$ cat src/bwr_pkg.sv
`timescale 1ns / 1ps
`default_nettype none

package bwr_pkg;

    localparam int unsigned POS_W   = 32;
    localparam int unsigned LEN_W   = 31;
    localparam int unsigned TRANS_W = 33;
    localparam int unsigned TSUM_W  = 35;
    localparam int unsigned HIT_W   = 32;
    localparam int unsigned MOMT_W  = 63;
    localparam int unsigned ADDR_W  = 4;
    localparam int unsigned DATA_W  = 32;

    localparam logic [LEN_W-1:0] BOX_LEN_RESET = 31'd65536;

    localparam logic [1:0] REG_BOX_LEN_X = 2'd0;
    localparam logic [1:0] REG_BOX_LEN_Y = 2'd1;
    localparam logic [1:0] REG_BOX_LEN_Z = 2'd2;

    localparam logic OP_CONTAIN = 1'b0;
    localparam logic OP_CLEAR   = 1'b1;

    typedef struct packed {
        logic                      hit;
        logic                      bad;
        logic signed [POS_W-1:0]   pos;
        logic signed [POS_W-1:0]   mom;
        logic        [TRANS_W-1:0] trans;
    } t_axis_res;

endpackage

`default_nettype wire

$ cat src/box_wall_reflection_top.sv
`timescale 1ns / 1ps
`default_nettype none

// Reflecting box walls for one particle in Q16.16. Two register stages: a
// request lands in the input register, where its three axes are checked,
// mirrored and folded into the hit and momentum totals as it moves on into
// the result register. One request per cycle is sustained while the output
// is not stalled; the limit is the single path from input register through
// the per-axis mirror and the 63-bit total update into the result and total
// registers. The totals shown with a result are the running totals after
// that request. Box lengths sit at APB offsets 0x0, 0x4, 0x8 and must only
// be written while the block is idle.
module box_wall_reflection_top (
    input  logic                                i_clk,
    input  logic                                i_rst_n,

    input  logic                                psel,
    input  logic                                penable,
    input  logic                                pwrite,
    input  logic [bwr_pkg::ADDR_W-1:0]          paddr,
    input  logic [bwr_pkg::DATA_W-1:0]          pwdata,
    output logic [bwr_pkg::DATA_W-1:0]          prdata,
    output logic                                pready,

    input  logic                                i_in_valid,
    output logic                                o_in_ready,
    input  logic                                i_opcode,
    input  logic signed [bwr_pkg::POS_W-1:0]    i_old_pos_x,
    input  logic signed [bwr_pkg::POS_W-1:0]    i_old_pos_y,
    input  logic signed [bwr_pkg::POS_W-1:0]    i_old_pos_z,
    input  logic signed [bwr_pkg::POS_W-1:0]    i_new_pos_x,
    input  logic signed [bwr_pkg::POS_W-1:0]    i_new_pos_y,
    input  logic signed [bwr_pkg::POS_W-1:0]    i_new_pos_z,
    input  logic signed [bwr_pkg::POS_W-1:0]    i_mom_x,
    input  logic signed [bwr_pkg::POS_W-1:0]    i_mom_y,
    input  logic signed [bwr_pkg::POS_W-1:0]    i_mom_z,

    output logic                                o_out_valid,
    input  logic                                i_out_ready,
    output logic signed [bwr_pkg::POS_W-1:0]    o_out_pos_x,
    output logic signed [bwr_pkg::POS_W-1:0]    o_out_pos_y,
    output logic signed [bwr_pkg::POS_W-1:0]    o_out_pos_z,
    output logic signed [bwr_pkg::POS_W-1:0]    o_out_mom_x,
    output logic signed [bwr_pkg::POS_W-1:0]    o_out_mom_y,
    output logic signed [bwr_pkg::POS_W-1:0]    o_out_mom_z,
    output logic [1:0]                          o_reflect_count,
    output logic                                o_step_too_large,
    output logic [bwr_pkg::HIT_W-1:0]           o_total_hits,
    output logic [bwr_pkg::MOMT_W-1:0]          o_total_momentum
);
    import bwr_pkg::*;

    // configuration
    logic [LEN_W-1:0] r_box_len [3];
    logic             cfg_wr;
    logic [1:0]       cfg_idx;

    assign pready  = 1'b1;
    assign cfg_wr  = psel && penable && pwrite;
    assign cfg_idx = paddr[3:2];

    always_ff @(posedge i_clk) begin
        if (!i_rst_n) begin
            r_box_len[0] <= BOX_LEN_RESET;
            r_box_len[1] <= BOX_LEN_RESET;
            r_box_len[2] <= BOX_LEN_RESET;
        end else if (cfg_wr) begin
            unique case (cfg_idx)
                REG_BOX_LEN_X: r_box_len[0] <= pwdata[LEN_W-1:0];
                REG_BOX_LEN_Y: r_box_len[1] <= pwdata[LEN_W-1:0];
                REG_BOX_LEN_Z: r_box_len[2] <= pwdata[LEN_W-1:0];
                default: ;
            endcase
        end
    end

    always_comb begin
        unique case (cfg_idx)
            REG_BOX_LEN_X: prdata = {1'b0, r_box_len[0]};
            REG_BOX_LEN_Y: prdata = {1'b0, r_box_len[1]};
            REG_BOX_LEN_Z: prdata = {1'b0, r_box_len[2]};
            default:       prdata = '0;
        endcase
    end

    // input register
    logic                    r_s1_valid;
    logic                    r_s1_op;
    logic signed [POS_W-1:0] r_s1_old [3];
    logic signed [POS_W-1:0] r_s1_new [3];
    logic signed [POS_W-1:0] r_s1_mom [3];
    logic                    advance;
    logic                    in_acc;

    assign advance    = r_s1_valid && (!o_out_valid || i_out_ready);
    assign o_in_ready = !r_s1_valid || advance;
    assign in_acc     = i_in_valid && o_in_ready;

    always_ff @(posedge i_clk) begin
        if (!i_rst_n) begin
            r_s1_valid <= 1'b0;
        end else if (o_in_ready) begin
            r_s1_valid <= i_in_valid;
        end
    end

    always_ff @(posedge i_clk) begin
        if (in_acc) begin
            r_s1_op     <= i_opcode;
            r_s1_old[0] <= i_old_pos_x;
            r_s1_old[1] <= i_old_pos_y;
            r_s1_old[2] <= i_old_pos_z;
            r_s1_new[0] <= i_new_pos_x;
            r_s1_new[1] <= i_new_pos_y;
            r_s1_new[2] <= i_new_pos_z;
            r_s1_mom[0] <= i_mom_x;
            r_s1_mom[1] <= i_mom_y;
            r_s1_mom[2] <= i_mom_z;
        end
    end

    // per-axis reflection
    t_axis_res axis_res [3];
    logic      clear_op;

    assign clear_op = (r_s1_op == OP_CLEAR);

    for (genvar a = 0; a < 3; a++) begin : g_axis
        bwr_axis u_axis (
            .i_clear   (clear_op),
            .i_len     (r_box_len[a]),
            .i_old_pos (r_s1_old[a]),
            .i_new_pos (r_s1_new[a]),
            .i_mom     (r_s1_mom[a]),
            .o_res     (axis_res[a])
        );
    end

    logic              bad_any;
    logic [1:0]        hit_cnt;
    logic [TSUM_W-1:0] trans_sum;

    always_comb begin
        bad_any   = axis_res[0].bad || axis_res[1].bad || axis_res[2].bad;
        hit_cnt   = bad_any ? 2'd0
                  : ({1'b0, axis_res[0].hit} + {1'b0, axis_res[1].hit}
                     + {1'b0, axis_res[2].hit});
        trans_sum = {2'b00, axis_res[0].trans} + {2'b00, axis_res[1].trans}
                  + {2'b00, axis_res[2].trans};
    end

    bwr_totals u_totals (
        .i_clk       (i_clk),
        .i_rst_n     (i_rst_n),
        .i_clear     (advance && clear_op),
        .i_add       (advance && !clear_op && !bad_any),
        .i_hits      (hit_cnt),
        .i_trans     (trans_sum),
        .o_hit_total (o_total_hits),
        .o_mom_total (o_total_momentum)
    );

    // result register; totals change only when a result loads, so they are
    // read straight from the accumulator
    logic                    r_out_valid;
    logic signed [POS_W-1:0] r_out_pos [3];
    logic signed [POS_W-1:0] r_out_mom [3];
    logic [1:0]              r_out_refl;
    logic                    r_out_bad;

    always_ff @(posedge i_clk) begin
        if (!i_rst_n) begin
            r_out_valid <= 1'b0;
        end else if (advance) begin
            r_out_valid <= 1'b1;
        end else if (i_out_ready) begin
            r_out_valid <= 1'b0;
        end
    end

    always_ff @(posedge i_clk) begin
        if (advance) begin
            for (int a = 0; a < 3; a++) begin
                r_out_pos[a] <= bad_any ? r_s1_new[a] : axis_res[a].pos;
                r_out_mom[a] <= bad_any ? r_s1_mom[a] : axis_res[a].mom;
            end
            r_out_refl <= hit_cnt;
            r_out_bad  <= bad_any;
        end
    end

    assign o_out_valid      = r_out_valid;
    assign o_out_pos_x      = r_out_pos[0];
    assign o_out_pos_y      = r_out_pos[1];
    assign o_out_pos_z      = r_out_pos[2];
    assign o_out_mom_x      = r_out_mom[0];
    assign o_out_mom_y      = r_out_mom[1];
    assign o_out_mom_z      = r_out_mom[2];
    assign o_reflect_count  = r_out_refl;
    assign o_step_too_large = r_out_bad;

endmodule

`default_nettype wire

$ cat src/bwr_axis.sv
`timescale 1ns / 1ps
`default_nettype none

module bwr_axis (
    input  logic                              i_clear,
    input  logic        [bwr_pkg::LEN_W-1:0]  i_len,
    input  logic signed [bwr_pkg::POS_W-1:0]  i_old_pos,
    input  logic signed [bwr_pkg::POS_W-1:0]  i_new_pos,
    input  logic signed [bwr_pkg::POS_W-1:0]  i_mom,
    output bwr_pkg::t_axis_res                o_res
);
    import bwr_pkg::*;

    logic              outside;
    logic [POS_W:0]    diff;
    logic              fwd;
    logic [POS_W+1:0]  r_ext;
    logic [POS_W+1:0]  rf;
    logic              rf_bad;
    logic [POS_W-1:0]  mag;
    logic [POS_W-1:0]  mom_neg;

    always_comb begin
        outside = i_new_pos[POS_W-1] || (i_new_pos[POS_W-2:0] > i_len);
        diff    = {i_new_pos[POS_W-1], i_new_pos} - {i_old_pos[POS_W-1], i_old_pos};
        fwd     = !diff[POS_W] && (diff != '0);
        r_ext   = {{2{i_new_pos[POS_W-1]}}, i_new_pos};
        if (fwd) begin
            rf = {2'b00, i_len, 1'b0} - r_ext;
        end else begin
            rf = '0 - r_ext;
        end
        rf_bad  = rf[POS_W+1] || (rf[POS_W:0] > {2'b00, i_len});

        mag     = i_mom[POS_W-1] ? (~i_mom + 1'b1) : i_mom;
        mom_neg = (i_mom == {1'b1, {(POS_W-1){1'b0}}}) ? {1'b0, {(POS_W-1){1'b1}}}
                                                       : (~i_mom + 1'b1);

        o_res.hit   = !i_clear && outside;
        o_res.bad   = o_res.hit && rf_bad;
        o_res.pos   = o_res.hit ? rf[POS_W-1:0] : i_new_pos;
        o_res.mom   = o_res.hit ? mom_neg : i_mom;
        o_res.trans = o_res.hit ? {mag, 1'b0} : '0;
    end

endmodule

`default_nettype wire

$ cat src/bwr_totals.sv
`timescale 1ns / 1ps
`default_nettype none

module bwr_totals (
    input  logic                          i_clk,
    input  logic                          i_rst_n,
    input  logic                          i_clear,
    input  logic                          i_add,
    input  logic [1:0]                    i_hits,
    input  logic [bwr_pkg::TSUM_W-1:0]    i_trans,
    output logic [bwr_pkg::HIT_W-1:0]     o_hit_total,
    output logic [bwr_pkg::MOMT_W-1:0]    o_mom_total
);
    import bwr_pkg::*;

    logic [HIT_W-1:0]  r_hit;
    logic [MOMT_W-1:0] r_mom;
    logic [HIT_W-1:0]  n_hit;
    logic [MOMT_W-1:0] n_mom;
    logic [HIT_W:0]    hit_sum;
    logic [MOMT_W:0]   mom_sum;

    always_comb begin
        hit_sum = {1'b0, r_hit} + {{(HIT_W-1){1'b0}}, i_hits};
        mom_sum = {1'b0, r_mom} + {{(MOMT_W+1-TSUM_W){1'b0}}, i_trans};
        n_hit   = r_hit;
        n_mom   = r_mom;
        if (i_clear) begin
            n_hit = '0;
            n_mom = '0;
        end else if (i_add) begin
            n_hit = hit_sum[HIT_W] ? '1 : hit_sum[HIT_W-1:0];
            n_mom = mom_sum[MOMT_W] ? '1 : mom_sum[MOMT_W-1:0];
        end
    end

    always_ff @(posedge i_clk) begin
        if (!i_rst_n) begin
            r_hit <= '0;
            r_mom <= '0;
        end else begin
            r_hit <= n_hit;
            r_mom <= n_mom;
        end
    end

    assign o_hit_total = r_hit;
    assign o_mom_total = r_mom;

endmodule

`default_nettype wire

$ cat config.mk
export PLATFORM = sky130hd
export DESIGN_NAME = box_wall_reflection_top
export DESIGN_NICKNAME = d
export VERILOG_FILES = /design/src/bwr_pkg.sv /design/src/box_wall_reflection_top.sv /design/src/bwr_axis.sv /design/src/bwr_totals.sv
export SDC_FILE = /design/constraint.sdc
export NUM_CORES = 2
export LEC_CHECK = 0
export ABC_AREA = 0
export BUFFER_PORTS_ARGS = -buffer_cell sky130_fd_sc_hd__buf_4
export CAP_MARGIN = 10
export CORE_ASPECT_RATIO = 1.25
export CORE_MARGIN = 2
export CORE_UTILIZATION = 25
export CTS_BUF_LIST = sky130_fd_sc_hd__clkbuf_8
export DETAILED_ROUTE_END_ITERATION = 12
export SYNTH_ARGS = -nofsm -noshare
export SYNTH_HDL_FRONTEND = slang
export SYNTH_SLANG_ARGS = --single-unit
$ cat constraint.sdc
create_clock -name i_clk -period 26.6 [get_ports i_clk]
set_input_delay 1.33 -clock i_clk [delete_from_list [all_inputs] [get_ports i_clk]]
set_output_delay 1.33 -clock i_clk [all_outputs]
set_load 0.02 [all_outputs]
==> results.toml <==
[yosys]
syn-instance-count = 5414
synth_most_common_cell = "edfxtp_1"
synthArstFlopShare_pct = 0
yosysTopAreaCellShare_pct = 34.97
synth_edf_count = 577
ys_seq_area_share_pct = 38.88
synthesis.nets = 6239
ys.flop_type = "edfxtp_1"
synth_area_per_cell_um2 = 9.153
yosysUniqueCellTypes = 94
syn_area_mm2 = 0.04955
synthTopCellsByCount = "edfxtp_1 (577), nand2_1 (553), a21oi_1 (465)"
synth_area_leader_cell = "edfxtp_1"
ys_top_cells_by_area = "edfxtp_1 (35%), ha_1 (11%), a21oi_1 (4.7%)"
synth_warnings = 0
synth_seq_cells = 674

[floorplanning]
io_pins = 657
start_util_pct = 25.16
die_w_um = 402.2
rows = 182
core_area_mm2 = 0.1970
die-area_mm2 = 0.2018
die_h_um = 501.8

[sta]
finClkSkew_ps = 60.44
min_period_ps = 12260
timing.fmax_mhz = 81.59
final-setup-viol-count = 0
fin_crit_sh_pct = 46.07
drv_slew = 0
worstMarginPinSlew_ps = 1305
hold_violations = 0
tns_ps = 0
rsz0062_at_grt = "false"
setup_slack_ps = 14340
slew_headroom_pct = 12.79

[finish]
layout-drive-gt1-share_pct = 15.60
nets = 6855
fin_util_pct = 30.36
area_growth_pct = 20.67
fillers = 20640

[outcome]
status = "finished clean"

[clock_tree]
hold_buffers = 0
clk_latency_ps = 910
post-cts-setup-buffers = 0
cts_root_buffer = "clkbuf_8"
cts_sinks = 674
clk_pin_slew_ps = 70
numCtsBuffers = 116
clock_path_buffers = 3
cts_tree = "built"
htree_num_levels = 3
cts_resized = 0

[power]
p_per_area_mw_per_mm2 = 55.70
ir_drop_uv = 47.04
p_leak_uw = 0.02506

[min_path]
min-delay-start = "u_totals.o_mom_total[0]"
hold_path_depth = 2
worstHoldEndpoint = "u_totals.o_mom_total[0]"
hold_path.class = "register to register"

[grt]
grt_pass1_wl_um = 301400
grt_max_degree = 70
antenna_found_initial = 32
grt_pass1_vias = 43350
grt_usage_pct = 20.40
grt_overflow = 0

[setup_path]
cpMostUsedCell = "a21oi_1"
crit_fanout = 62
worst_path_max_delay_cell = "nor4bb_1"
r2r_slack_ps = 14340
rr_startpoint = "r_s1_new[0][13]"
cp-end-kind = "register"
crit_arrival_ps = 13040
r2r_cells = 40
crit_type = "register to register"
cp.required_ps = 27380
cpPeakStageDelay_ps = 680
r2r-end = "u_totals.o_hit_total[16]"
startpoint_type = "register"

[route]
route.detailed.drc = 0
totalWireLength_um = 213000
wl_per_cell_um = 24.43
detail-route-antenna-nets = 0
vias = 44790
drt-initial-drc-count = 3833
firstDrtPassIters = 6
viasPerCell = 5.136

[job]
cap_violations = 0

[place]
gp_congestion = 0.9909
hpwl_um = 170900
port_buffers = 651
dp_slack_ps = 14400
sequential cells by signal, summed over array words and instances, names as in the netlist, 2 cells and up:
signal,cells
o_reflect_count,2
r_box_len,93
r_out_mom,96
r_out_pos,96
r_s1_mom,96
r_s1_new,96
r_s1_old,96
u_totals.o_hit_total,32
u_totals.o_mom_total,63
worst max-delay path by stage:
stage                               endpoint  slack, ps            start
floorplan                           clear_op      17730      i_out_ready
global placement    u_totals.o_hit_total[16]      14600  r_s1_new[0][32]
detailed placement  u_totals.o_hit_total[16]      14400  r_s1_new[0][32]
CTS                 u_totals.o_hit_total[16]      14350  r_s1_new[0][32]
global route        u_totals.o_hit_total[16]      13650  r_s1_new[0][32]
finish              u_totals.o_hit_total[16]      14340  r_s1_new[0][13]
layout make-up:
cell class | count | area, µm² | share of cell area (%)
clock inverter | 93 | 754.5 | 1.262
inverter | 446 | 1682 | 2.812
tap | 2576 | 3223 | 5.390
clock buffer | 123 | 1693 | 2.831
antenna | 15 | 37.54 | 0.06278
sequential | 674 | 19270 | 32.23
timing repair buffer | 695 | 5218 | 8.726
multi-input combinational | 4097 | 27920 | 46.69
power by group:
part / internal [µW] / switching (µW)
registers: 1220 / 72.2
clock network: 533 / 507
logic: 372 / 623
total: 2130 / 1200
layout by cell type (no fill, tap or decap), types with 41 or more instances in the layout:
cell type  count
and2_1        54
nand2b_1      59
dfxtp_1       97
nor4_1        41
a31oi_1       64
nand2_1      551
xor2_1        64
a21o_1       126
fa_1          72
nand4_1       88
o31ai_1       46
a211oi_1      56
o21ai_0      300
buf_4        695
edfxtp_1     577
o22a_1        50
ha_1         421
or3_1         81
mux2i_1       44
nor2_1       449
nand3_1      116
xnor2_1      243
clkbuf_8     123
nor3_1       124
o21a_1        57
nor2b_1       54
inv_1        468
and3_1        58
a21oi_1      463
routing by layer:
layer	share of wire (%)	GRT usage, %	vias up
met5	0.035	0	-
met4	5.0	9.256	10
met3	9.2	5.462	313
met2	45	33.40	1924
li1	-	-	21010
met1	40	24.96	21530
logic make-up (layout without fill, tap and decap cells):
family | count (synthesis) | in the layout | share of synthesized area, %
flops | 674 | 674 | 38.88
compound gates | 1438 | 1438 | 18.43
xor+xnor | 307 | 307 | 5.426
simple gates | 1804 | 1804 | 17.58
buf+inv | 643 | 1357 | 5.037
mux | 53 | 53 | 1.093
other cells | 2 | 17 | 0.01516
fa+ha+maj | 493 | 493 | 13.54
critical path, delay by kind of cell, from the launching register on:
| kind | cells | cell delay [ps] |
|---|---|---|
| buffers and inverters | 5 | 1560 |
| flip-flops | 1 | 510 |
| AND/OR/NAND/NOR | 17 | 4930 |
| AO/OA/AOI/OAI | 14 | 3510 |
| adder cells (fa/ha/maj) | 4 | 1520 |
per-stage QoR:
| stage | total power, µW | std cells | hold WS [ps] | instance area (µm²) |
|---|---|---|---|---|
| final | 3331 | 8719 | 485.4 | 59790 |
| after global routing | 3514 | 8706 | 519.7 | 59760 |
| after CTS | 3364 | 8704 | 486.0 | 59760 |
| after detailed placement | 2299 | 8488 | 474.1 | 57310 |
| after global placement | 2296 | 8488 | 453.2 | 57310 |
| after floorplan | 1929 | 5414 | 485.5 | 49550 |
Note: power is estimated with default switching activity, not from simulation.
